[config.mk]
export PLATFORM = sky130hd
export DESIGN_NAME = small_matrix_add_sub_multiply_flat
export DESIGN_NICKNAME = d
export VERILOG_FILES = /design/src/design/smas_pkg.sv /design/src/design/smas_if.sv /design/src/design/small_matrix_add_sub_multiply.sv /design/src/flat_wrapper.sv
export SDC_FILE = /design/constraint.sdc
export NUM_CORES = 2
export LEC_CHECK = 0
export ABC_AREA = 0
export BUFFER_PORTS_ARGS = -buffer_cell sky130_fd_sc_hd__buf_4
export CAP_MARGIN = 15
export CORE_MARGIN = 2
export CORE_UTILIZATION = 60
export CTS_CLUSTER_SIZE = 40
export DETAILED_ROUTE_END_ITERATION = 10
export HOLD_SLACK_MARGIN = 0.08
export PLACE_DENSITY = 0.85
export SLEW_MARGIN = 20
export SYNTH_ARGS = -nofsm -noshare
export SYNTH_HDL_FRONTEND = slang
export SYNTH_SLANG_ARGS = --single-unit
export TNS_END_PERCENT = 20
[constraint.sdc]
create_clock -name clk -period 8.38 [get_ports clk]
set_input_delay 1.676 -clock clk [delete_from_list [all_inputs] [get_ports clk]]
set_output_delay 1.676 -clock clk [all_outputs]
set_load 0.005 [all_outputs]
[src/design/smas_pkg.sv]
// ----------------------------------------------------------------------------
// smas_pkg
// Shared constants for the small matrix add / subtract / multiply block:
// field widths, command and mode codes, register indexes, datapath widths.
// ----------------------------------------------------------------------------
package smas_pkg;

	// default and hard limit of the matrix dimension
	localparam int MAX_DIM_DEF = 8;
	localparam int IDX_LIMIT   = 8;

	// word field widths
	localparam int OP_W   = 2;
	localparam int IDX_W  = 3;
	localparam int ELEM_W = 16;
	localparam int RES_W  = 32;

	// configuration register widths
	localparam int MODE_W = 2;
	localparam int DIM_W  = 4;

	// datapath: one Q16.16 term, and the accumulator of up to eight terms
	localparam int PROD_W = 32;
	localparam int ACC_W  = 40;

	// APB port
	localparam int PADDR_W = 5;
	localparam int PDATA_W = 32;

	// command codes
	localparam logic [OP_W-1:0] OP_WRITE_A = 2'd0;
	localparam logic [OP_W-1:0] OP_WRITE_B = 2'd1;
	localparam logic [OP_W-1:0] OP_RUN     = 2'd2;

	// operation modes
	localparam logic [MODE_W-1:0] MODE_ADD = 2'd0;
	localparam logic [MODE_W-1:0] MODE_SUB = 2'd1;
	localparam logic [MODE_W-1:0] MODE_MUL = 2'd2;

	// register indexes
	localparam logic [2:0] REG_OP_MODE = 3'd0;
	localparam logic [2:0] REG_ROWS_A  = 3'd1;
	localparam logic [2:0] REG_COLS_A  = 3'd2;
	localparam logic [2:0] REG_ROWS_B  = 3'd3;
	localparam logic [2:0] REG_COLS_B  = 3'd4;

endpackage

[src/design/smas_if.sv]
// ----------------------------------------------------------------------------
// smas_if
// Valid/ready channels of the matrix block: the command word going in and
// the result word coming out.
// ----------------------------------------------------------------------------

// command word: element load or run
interface smas_cmd_if import smas_pkg::*; ();
	logic                     valid;
	logic                     ready;
	logic [OP_W-1:0]          operation;
	logic [IDX_W-1:0]         row_index;
	logic [IDX_W-1:0]         col_index;
	logic signed [ELEM_W-1:0] element_value;

	modport source (output valid, operation, row_index, col_index, element_value,
		input ready);
	modport sink (input valid, operation, row_index, col_index, element_value,
		output ready);
endinterface

// result word: one element of C, or the error word
interface smas_res_if import smas_pkg::*; ();
	logic                    valid;
	logic                    ready;
	logic [IDX_W-1:0]        out_row;
	logic [IDX_W-1:0]        out_col;
	logic signed [RES_W-1:0] out_value;
	logic                    last;
	logic                    dim_error;

	modport source (output valid, out_row, out_col, out_value, last, dim_error,
		input ready);
	modport sink (input valid, out_row, out_col, out_value, last, dim_error,
		output ready);
endinterface

[src/design/small_matrix_add_sub_multiply.sv]
// ----------------------------------------------------------------------------
// small_matrix_add_sub_multiply
// Holds matrices A and B (signed Q8.8) and streams A+B, A-B or A*B as
// saturated signed Q16.16 words in row-major order.
// ----------------------------------------------------------------------------
// Element load words are taken back to back while the block is idle. A run
// word keeps the block busy (cmd.ready low) until its last result word has
// been taken. Results come from the single multiply-accumulate unit and the
// one read port of each store: while an element is computed, one term
// enters the accumulator per cycle, and the next element starts only after
// the result word has been taken. A shape mismatch, or mode 3, returns one
// error word (last and dim_error set) from the result register. Dimension
// registers of 0 are used as 1 and values above min(MAX_DIM, 8) as that
// bound; readback returns the stored value. Entries of A or B never loaded
// return undefined data.
// ----------------------------------------------------------------------------
module small_matrix_add_sub_multiply import smas_pkg::*; #(
	parameter int MAX_DIM = MAX_DIM_DEF
) (
	input  logic               clk,
	input  logic               arst_n,
	input  logic               psel,
	input  logic               penable,
	input  logic               pwrite,
	input  logic [PADDR_W-1:0] paddr,
	input  logic [PDATA_W-1:0] pwdata,
	output logic [PDATA_W-1:0] prdata,
	output logic               pready,
	smas_cmd_if.sink           cmd,
	smas_res_if.source         result
);

	localparam int DEPTH     = MAX_DIM * MAX_DIM;
	localparam int AW        = (DEPTH > 1) ? $clog2(DEPTH) : 1;
	localparam int DIM_BOUND = (MAX_DIM < IDX_LIMIT) ? MAX_DIM : IDX_LIMIT;
	localparam logic [DIM_W-1:0] BOUND_L = DIM_W'(DIM_BOUND);
	localparam logic [4:0]       MAXD_L  = 5'(MAX_DIM);

	typedef enum logic [1:0] {
		ST_IDLE,
		ST_CALC,
		ST_WAIT,
		ST_OUT
	} state_t;

	// clamp a dimension register to 1..DIM_BOUND
	function automatic logic [DIM_W-1:0] clamp_dim(input logic [DIM_W-1:0] d);
		logic [DIM_W-1:0] r;
		r = d;
		if (d == '0)
			r = DIM_W'(1);
		else if (d > BOUND_L)
			r = BOUND_L;
		return r;
	endfunction

	// store address of an element
	function automatic logic [AW-1:0] elem_addr(input logic [IDX_W-1:0] r,
		input logic [IDX_W-1:0] c);
		return AW'(int'(r) * MAX_DIM + int'(c));
	endfunction

	// ------------------------------------------------------------------------
	// configuration registers
	// ------------------------------------------------------------------------
	logic [MODE_W-1:0] op_mode_q;
	logic [DIM_W-1:0]  rows_a_q, cols_a_q, rows_b_q, cols_b_q;
	logic [2:0]        reg_idx;
	logic              cfg_wr;

	assign reg_idx = paddr[4:2];
	assign cfg_wr  = psel & penable & pwrite;
	assign pready  = 1'b1;

	always_ff @(posedge clk or negedge arst_n) begin
		if (!arst_n) begin
			op_mode_q <= MODE_ADD;
			rows_a_q  <= DIM_W'(8);
			cols_a_q  <= DIM_W'(8);
			rows_b_q  <= DIM_W'(8);
			cols_b_q  <= DIM_W'(8);
		end else if (cfg_wr) begin
			case (reg_idx)
				REG_OP_MODE: op_mode_q <= pwdata[MODE_W-1:0];
				REG_ROWS_A:  rows_a_q  <= pwdata[DIM_W-1:0];
				REG_COLS_A:  cols_a_q  <= pwdata[DIM_W-1:0];
				REG_ROWS_B:  rows_b_q  <= pwdata[DIM_W-1:0];
				REG_COLS_B:  cols_b_q  <= pwdata[DIM_W-1:0];
				default: ;
			endcase
		end
	end

	// register readback
	always_comb begin
		case (reg_idx)
			REG_OP_MODE: prdata = PDATA_W'(op_mode_q);
			REG_ROWS_A:  prdata = PDATA_W'(rows_a_q);
			REG_COLS_A:  prdata = PDATA_W'(cols_a_q);
			REG_ROWS_B:  prdata = PDATA_W'(rows_b_q);
			REG_COLS_B:  prdata = PDATA_W'(cols_b_q);
			default:     prdata = '0;
		endcase
	end

	// ------------------------------------------------------------------------
	// effective shapes and run checks
	// ------------------------------------------------------------------------
	logic [DIM_W-1:0] ra, ca, rb, cb, n_cols, k_len;
	logic             is_mul, shape_err;

	assign ra     = clamp_dim(rows_a_q);
	assign ca     = clamp_dim(cols_a_q);
	assign rb     = clamp_dim(rows_b_q);
	assign cb     = clamp_dim(cols_b_q);
	assign is_mul = (op_mode_q == MODE_MUL);
	assign n_cols = is_mul ? cb : ca;
	assign k_len  = is_mul ? ca : DIM_W'(1);

	always_comb begin
		case (op_mode_q)
			MODE_ADD, MODE_SUB: shape_err = (ra != rb) || (ca != cb);
			MODE_MUL:           shape_err = (ca != rb);
			default:            shape_err = 1'b1;
		endcase
	end

	// ------------------------------------------------------------------------
	// sequencer state
	// ------------------------------------------------------------------------
	state_t           state_q;
	logic [IDX_W-1:0] i_q, j_q, k_q;
	logic             i_end, j_end, k_end;

	assign i_end = (i_q == IDX_W'(ra - DIM_W'(1)));
	assign j_end = (j_q == IDX_W'(n_cols - DIM_W'(1)));
	assign k_end = (k_q == IDX_W'(k_len - DIM_W'(1)));

	// ------------------------------------------------------------------------
	// element stores: load port and one registered read port each
	// ------------------------------------------------------------------------
	logic [ELEM_W-1:0] store_a [DEPTH];
	logic [ELEM_W-1:0] store_b [DEPTH];
	logic [AW-1:0]     wr_addr, rd_addr_a, rd_addr_b;
	logic              cmd_take, in_range, wr_a, wr_b;
	logic signed [ELEM_W-1:0] rd_a_s1, rd_b_s1;

	assign cmd.ready = (state_q == ST_IDLE);
	assign cmd_take  = cmd.valid & cmd.ready;
	assign in_range  = ({2'b00, cmd.row_index} < MAXD_L) &&
		({2'b00, cmd.col_index} < MAXD_L);
	assign wr_a      = cmd_take && in_range && (cmd.operation == OP_WRITE_A);
	assign wr_b      = cmd_take && in_range && (cmd.operation == OP_WRITE_B);
	assign wr_addr   = elem_addr(cmd.row_index, cmd.col_index);

	// multiply walks row i of A and column j of B; add/sub reads (i, j)
	assign rd_addr_a = is_mul ? elem_addr(i_q, k_q) : elem_addr(i_q, j_q);
	assign rd_addr_b = is_mul ? elem_addr(k_q, j_q) : elem_addr(i_q, j_q);

	always_ff @(posedge clk) begin
		if (wr_a)
			store_a[wr_addr] <= cmd.element_value;
		rd_a_s1 <= store_a[rd_addr_a];
	end

	always_ff @(posedge clk) begin
		if (wr_b)
			store_b[wr_addr] <= cmd.element_value;
		rd_b_s1 <= store_b[rd_addr_b];
	end

	// ------------------------------------------------------------------------
	// shared arithmetic unit: term stage and accumulator
	// ------------------------------------------------------------------------
	logic                     valid_s1, first_s1, last_s1;
	logic                     valid_s2, first_s2, last_s2;
	logic signed [PROD_W-1:0] term_s2;
	logic signed [ACC_W-1:0]  acc_q;
	logic                     fin_q;
	logic signed [ELEM_W:0]   sum_ab;

	// Q9.8 sum or difference of the Q8.8 elements, 17 bits
	assign sum_ab = (op_mode_q == MODE_SUB) ?
		(ELEM_W+1)'(rd_a_s1) - (ELEM_W+1)'(rd_b_s1) :
		(ELEM_W+1)'(rd_a_s1) + (ELEM_W+1)'(rd_b_s1);

	always_ff @(posedge clk) begin
		if (is_mul)
			term_s2 <= PROD_W'(rd_a_s1 * rd_b_s1);
		else
			term_s2 <= PROD_W'(sum_ab) <<< 8;
		if (valid_s2)
			acc_q <= first_s2 ? ACC_W'(term_s2) : acc_q + ACC_W'(term_s2);
	end

	// tags that travel with the read data
	always_ff @(posedge clk or negedge arst_n) begin
		if (!arst_n) begin
			valid_s1 <= 1'b0;
			first_s1 <= 1'b0;
			last_s1  <= 1'b0;
			valid_s2 <= 1'b0;
			first_s2 <= 1'b0;
			last_s2  <= 1'b0;
			fin_q    <= 1'b0;
		end else begin
			valid_s1 <= (state_q == ST_CALC);
			first_s1 <= (k_q == '0);
			last_s1  <= k_end;
			valid_s2 <= valid_s1;
			first_s2 <= first_s1;
			last_s2  <= last_s1;
			fin_q    <= valid_s2 & last_s2;
		end
	end

	// saturate the accumulator to 32 bits
	logic signed [RES_W-1:0] sat_val;
	logic                    acc_fits;

	assign acc_fits = (acc_q[ACC_W-1:RES_W-1] == '0) ||
		(acc_q[ACC_W-1:RES_W-1] == '1);

	always_comb begin
		if (acc_fits)
			sat_val = acc_q[RES_W-1:0];
		else if (acc_q[ACC_W-1])
			sat_val = {1'b1, {(RES_W-1){1'b0}}};
		else
			sat_val = {1'b0, {(RES_W-1){1'b1}}};
	end

	// ------------------------------------------------------------------------
	// sequencer and result register
	// ------------------------------------------------------------------------
	logic                    res_valid_q, res_last_q, res_err_q;
	logic [IDX_W-1:0]        res_row_q, res_col_q;
	logic signed [RES_W-1:0] res_value_q;

	always_ff @(posedge clk or negedge arst_n) begin
		if (!arst_n) begin
			state_q     <= ST_IDLE;
			i_q         <= '0;
			j_q         <= '0;
			k_q         <= '0;
			res_valid_q <= 1'b0;
			res_last_q  <= 1'b0;
			res_err_q   <= 1'b0;
			res_row_q   <= '0;
			res_col_q   <= '0;
			res_value_q <= '0;
		end else begin
			case (state_q)
				ST_IDLE: begin
					if (cmd_take && cmd.operation == OP_RUN) begin
						i_q <= '0;
						j_q <= '0;
						k_q <= '0;
						if (shape_err) begin
							res_valid_q <= 1'b1;
							res_last_q  <= 1'b1;
							res_err_q   <= 1'b1;
							res_row_q   <= '0;
							res_col_q   <= '0;
							res_value_q <= '0;
							state_q     <= ST_OUT;
						end else begin
							state_q <= ST_CALC;
						end
					end
				end
				// one term read per cycle
				ST_CALC: begin
					if (k_end) begin
						k_q     <= '0;
						state_q <= ST_WAIT;
					end else begin
						k_q <= k_q + IDX_W'(1);
					end
				end
				// wait for the last term to land in the accumulator
				ST_WAIT: begin
					if (fin_q) begin
						res_valid_q <= 1'b1;
						res_last_q  <= i_end & j_end;
						res_err_q   <= 1'b0;
						res_row_q   <= i_q;
						res_col_q   <= j_q;
						res_value_q <= sat_val;
						state_q     <= ST_OUT;
					end
				end
				// hold the word until taken, then step to the next element
				ST_OUT: begin
					if (result.ready) begin
						res_valid_q <= 1'b0;
						if (res_last_q) begin
							state_q <= ST_IDLE;
						end else begin
							if (j_end) begin
								j_q <= '0;
								i_q <= i_q + IDX_W'(1);
							end else begin
								j_q <= j_q + IDX_W'(1);
							end
							state_q <= ST_CALC;
						end
					end
				end
				default: state_q <= ST_IDLE;
			endcase
		end
	end

	assign result.valid     = res_valid_q;
	assign result.out_row   = res_row_q;
	assign result.out_col   = res_col_q;
	assign result.out_value = res_value_q;
	assign result.last      = res_last_q;
	assign result.dim_error = res_err_q;

endmodule
[src/flat_wrapper.sv]
// flat-port wrapper written by rule: the top's interface ports become plain ports
module small_matrix_add_sub_multiply_flat import smas_pkg::*;
#(
	parameter int MAX_DIM = MAX_DIM_DEF
)
  (clk, arst_n, psel, penable, pwrite, paddr, pwdata, prdata, pready, cmd_valid, cmd_operation, cmd_row_index, cmd_col_index, cmd_element_value, cmd_ready, result_valid, result_out_row, result_out_col, result_out_value, result_last, result_dim_error, result_ready);
  smas_cmd_if cmd_i ();
  smas_res_if result_i ();
  input  logic clk;
  input  logic arst_n;
  input  logic psel;
  input  logic penable;
  input  logic pwrite;
  input  logic [PADDR_W-1:0] paddr;
  input  logic [PDATA_W-1:0] pwdata;
  output logic [PDATA_W-1:0] prdata;
  output logic pready;
  input wire logic [$bits(cmd_i.valid)-1:0] cmd_valid;
  input wire logic [$bits(cmd_i.operation)-1:0] cmd_operation;
  input wire logic [$bits(cmd_i.row_index)-1:0] cmd_row_index;
  input wire logic [$bits(cmd_i.col_index)-1:0] cmd_col_index;
  input wire logic [$bits(cmd_i.element_value)-1:0] cmd_element_value;
  output wire logic [$bits(cmd_i.ready)-1:0] cmd_ready;
  output wire logic [$bits(result_i.valid)-1:0] result_valid;
  output wire logic [$bits(result_i.out_row)-1:0] result_out_row;
  output wire logic [$bits(result_i.out_col)-1:0] result_out_col;
  output wire logic [$bits(result_i.out_value)-1:0] result_out_value;
  output wire logic [$bits(result_i.last)-1:0] result_last;
  output wire logic [$bits(result_i.dim_error)-1:0] result_dim_error;
  input wire logic [$bits(result_i.ready)-1:0] result_ready;
  assign cmd_i.valid = cmd_valid;
  assign cmd_i.operation = cmd_operation;
  assign cmd_i.row_index = cmd_row_index;
  assign cmd_i.col_index = cmd_col_index;
  assign cmd_i.element_value = cmd_element_value;
  assign cmd_ready = cmd_i.ready;
  assign result_valid = result_i.valid;
  assign result_out_row = result_i.out_row;
  assign result_out_col = result_i.out_col;
  assign result_out_value = result_i.out_value;
  assign result_last = result_i.last;
  assign result_dim_error = result_i.dim_error;
  assign result_i.ready = result_ready;
  small_matrix_add_sub_multiply #(.MAX_DIM(MAX_DIM)) u_core (.clk(clk), .arst_n(arst_n), .psel(psel), .penable(penable), .pwrite(pwrite), .paddr(paddr), .pwdata(pwdata), .prdata(prdata), .pready(pready), .cmd(cmd_i), .result(result_i));
endmodule
==> impl_metrics.tcl <==
set metrics [dict create \
    status "finished clean" \
    dr.first_iter.drc_count 7993 \
    vias 54123 \
    ctsHoldBuffers 0 \
    finalHoldViolations 0 \
    fp.coreArea_um2 163000 \
    finalMaxSlewViolations 0 \
    relSlewSlack_pct 20.8 \
    grt_max_degree 154 \
    multi_input_area_um2 30300 \
    grt_pass1_vias 54729 \
    crit_arrival_ns 7.71 \
    placedCellCount 7482 \
    ys_types 74 \
    yosysSeqAreaShare_pct 67.0 \
    ys.flop_type "edfxtp_1" \
    synth_cells 5328 \
    dr.pass1.iters 8 \
    worstSetupStartpointType "register" \
    drv_cap 0 \
    htree_levels 4 \
    ioPinCount 143 \
    nets 6000 \
    die_y_um 409 \
    clk_pin_slew_ns 0.06 \
    clock_path_buffers 3 \
    r2r_start "u_core.rd_b_s1[7]" \
    syn_area_um2 98400 \
    seq_area_um2 65900 \
    finClkSkew_ns 0.0845 \
    synth_edf_count 2088 \
    r2r.worst_path.cells 18 \
    antenna_found_initial 19 \
    wire_per_inst_um 32.8 \
    hold_depth 0 \
    ys_ff_latch 2229 \
    fin_crit_sh_pct 84.0 \
    rsz0062_at_grt "false" \
    required_ns 9.05 \
    finalSetupViolCount 0 \
    gp_congestion 0.889 \
    die_area_um2 167000 \
    avgSynthCellArea_um2 18.5 \
    drive_above_1_share_pct 22.5 \
    hpwl_um 143000 \
    worst_setup_path_end_kind "register" \
    die_w_um 409 \
    cts_setup_buffers 0 \
    hold_ws_ns 0.356 \
    worstSetupPathType "reg2reg" \
    rrSetupSlack_ns 1.34 \
    hold-path-endpoint "u_core.valid_s2" \
    clockRootBuffer "clkbuf_16" \
    place_area_um2 102000 \
    crit_fanout 20 \
    wl_um 259000 \
    postLayoutCellArea_um2 109000 \
    syn_to_final_growth_pct 10.6 \
    port_buffers 83 \
    start_util_pct 60.5 \
    viasPerCell 6.87 \
    cts_resized 0 \
    ys_warn_count 0 \
    period_needed_ns 7.04 \
    grt_pass1_wl_um 379000 \
    gr-usage-all-layers_pct 31.3 \
    synth-async-reset-ratio_pct 3.45 \
    fmax_mhz 142 \
    hp-start "u_core.valid_s1" \
    drc_errors 0 \
    numClockSinks 2229 \
    grt-ovfl-total 0 \
    placementRows 148 \
    worst_pin_slew_ns 1.19 \
    numCtsBuffers 206 \
    cts_tree "yes" \
    fin_tns_setup_ns 0 \
    nFillCells 9619 \
    r2r_end "u_core.term_s2[31]" \
    clock_latency_ns 0.89 \
    hold_class "reg2reg" \
    stdcell_count 7879 \
    detail-route-antenna-nets 0 \
]
-- cells in the final DEF (no fill, tap or decap), types with 9 or more instances in the layout --
cell	count
nand2_1	281
nand4_1	10
nor2b_1	19
mux2_2	22
mux2i_1	13
a22o_1	39
o21ai_0	128
clkbuf_1	50
xor2_1	44
ha_1	150
clkinv_1	46
a21oi_1	95
clkinv_2	36
nand2b_1	23
a21o_1	32
buf_4	232
buf_6	9
nor2_2	22
edfxtp_1	2088
mux4_2	657
o21a_1	11
and3_1	17
nor3_1	23
a211oi_1	27
o211ai_1	11
nor3b_1	9
clkbuf_16	208
clkinv_16	10
conb_1	29
bufinv_16	13
nor2_1	191
nand3_1	32
dfxtp_1	64
dfrtp_1	68
xnor2_1	61
a31oi_1	27
and2_1	146
inv_1	325
fa_1	264
-- logic make-up (layout without fill, tap and decap cells) --
kind of cell / Yosys count / count (layout) / share of synthesized area [%]
flops: 2229 / 2229 / 67.0
simple gates: 829 / 829 / 4.00
compound gates: 438 / 438 / 2.83
buf+inv: 619 / 962 / 2.56
mux: 692 / 692 / 15.4
other cells: 2 / 35 / 0.00763
fa+ha+maj: 414 / 414 / 7.28
xor+xnor: 105 / 105 / 0.934
-- registers in the layout (all words and copies together), names as in the netlist, 4 cells and up --
signal                   cells
u_core.rd_a_s1              16
u_core.store_b            1024
u_core.cols_b_q              4
u_core.rd_b_s1              16
u_core.rows_a_q              4
u_core.result.out_value     32
u_core.term_s2              32
u_core.cols_a_q              4
u_core.store_a            1024
u_core.rows_b_q              4
u_core.acc_q                40
-- stage by stage --
| step | worst slack, ns | utilization, % |
|---|---|---|
| after global routing | 1.07 | 66.9 |
| after global placement | 1.75 | 62.7 |
| final | 1.34 | 66.9 |
| after detailed placement | 1.67 | 62.7 |
| after floorplan | 2.23 | - |
| after CTS | 1.57 | 66.8 |
-- cell usage after synthesis, drive strengths merged, types with 44 or more instances --
library cell	count	area share (%)
buf	109	0.62
o21ai	131	0.67
a21oi	102	0.53
inv	326	1.2
mux4	657	15
nand2	281	1.1
and2	147	0.93
edfxtp	2088	64
nor2	220	0.85
ha	150	1.9
fa	264	5.4
xor2	44	0.39
clkbuf	184	0.70
dfxtp	64	1.3
xnor2	61	0.54
dfrtp	73	1.9
-- worst max-delay path, stage by stage (launching register included) --
cell	delay, ns
dfxtp_1	1.01
nand2_1	0.23
fa_1	0.60
inv_1	0.07
fa_1	0.52
fa_1	0.73
fa_1	0.52
fa_1	0.50
inv_1	0.05
fa_1	0.48
inv_1	0.05
ha_1	0.38
nand4_1	0.14
o31ai_1	0.70
a21o_1	0.30
a21oi_1	0.09
a21oi_1	0.17
mux2i_1	0.21
a22oi_1	0.08
-- cell type report --
cell class	count	area share (%)
Multi-Input combinational cell	2507	27.8
Antenna cell	6	0.0138
Inverter	326	1.12
Sequential cell	2229	60.6
Tap cell	2175	2.50
Clock buffer	266	5.05
Clock inverter	122	1.13
Timing Repair Buffer	248	1.84
-- how the worst max path moves through the flow --
stage | start | endpoint | slack, ns | cells after the start
CTS | u_core.rd_b_s1[7] | u_core.term_s2[29] | 1.57 | 22
global route | u_core.rd_b_s1[7] | u_core.term_s2[31] | 1.07 | 18
detailed placement | u_core.rd_a_s1[15] | u_core.term_s2[30] | 1.67 | 20
floorplan | u_core.rd_b_s1[7] | u_core.term_s2[29] | 2.23 | 24
global placement | u_core.rd_b_s1[7] | u_core.term_s2[29] | 1.75 | 22
finish | u_core.rd_b_s1[7] | u_core.term_s2[31] | 1.34 | 18
-- routing by layer --
metal | track usage [%] | routed length (um)
met1 | 41.5 | 88500
met2 | 49.9 | 125000
met3 | 7.69 | 31200
met4 | 14.0 | 13600
met5 | 0 | 215
Power is left out: the tool's default activity adds up to more than one toggle a clock period on the data nets, which glitch-free logic cannot reach.
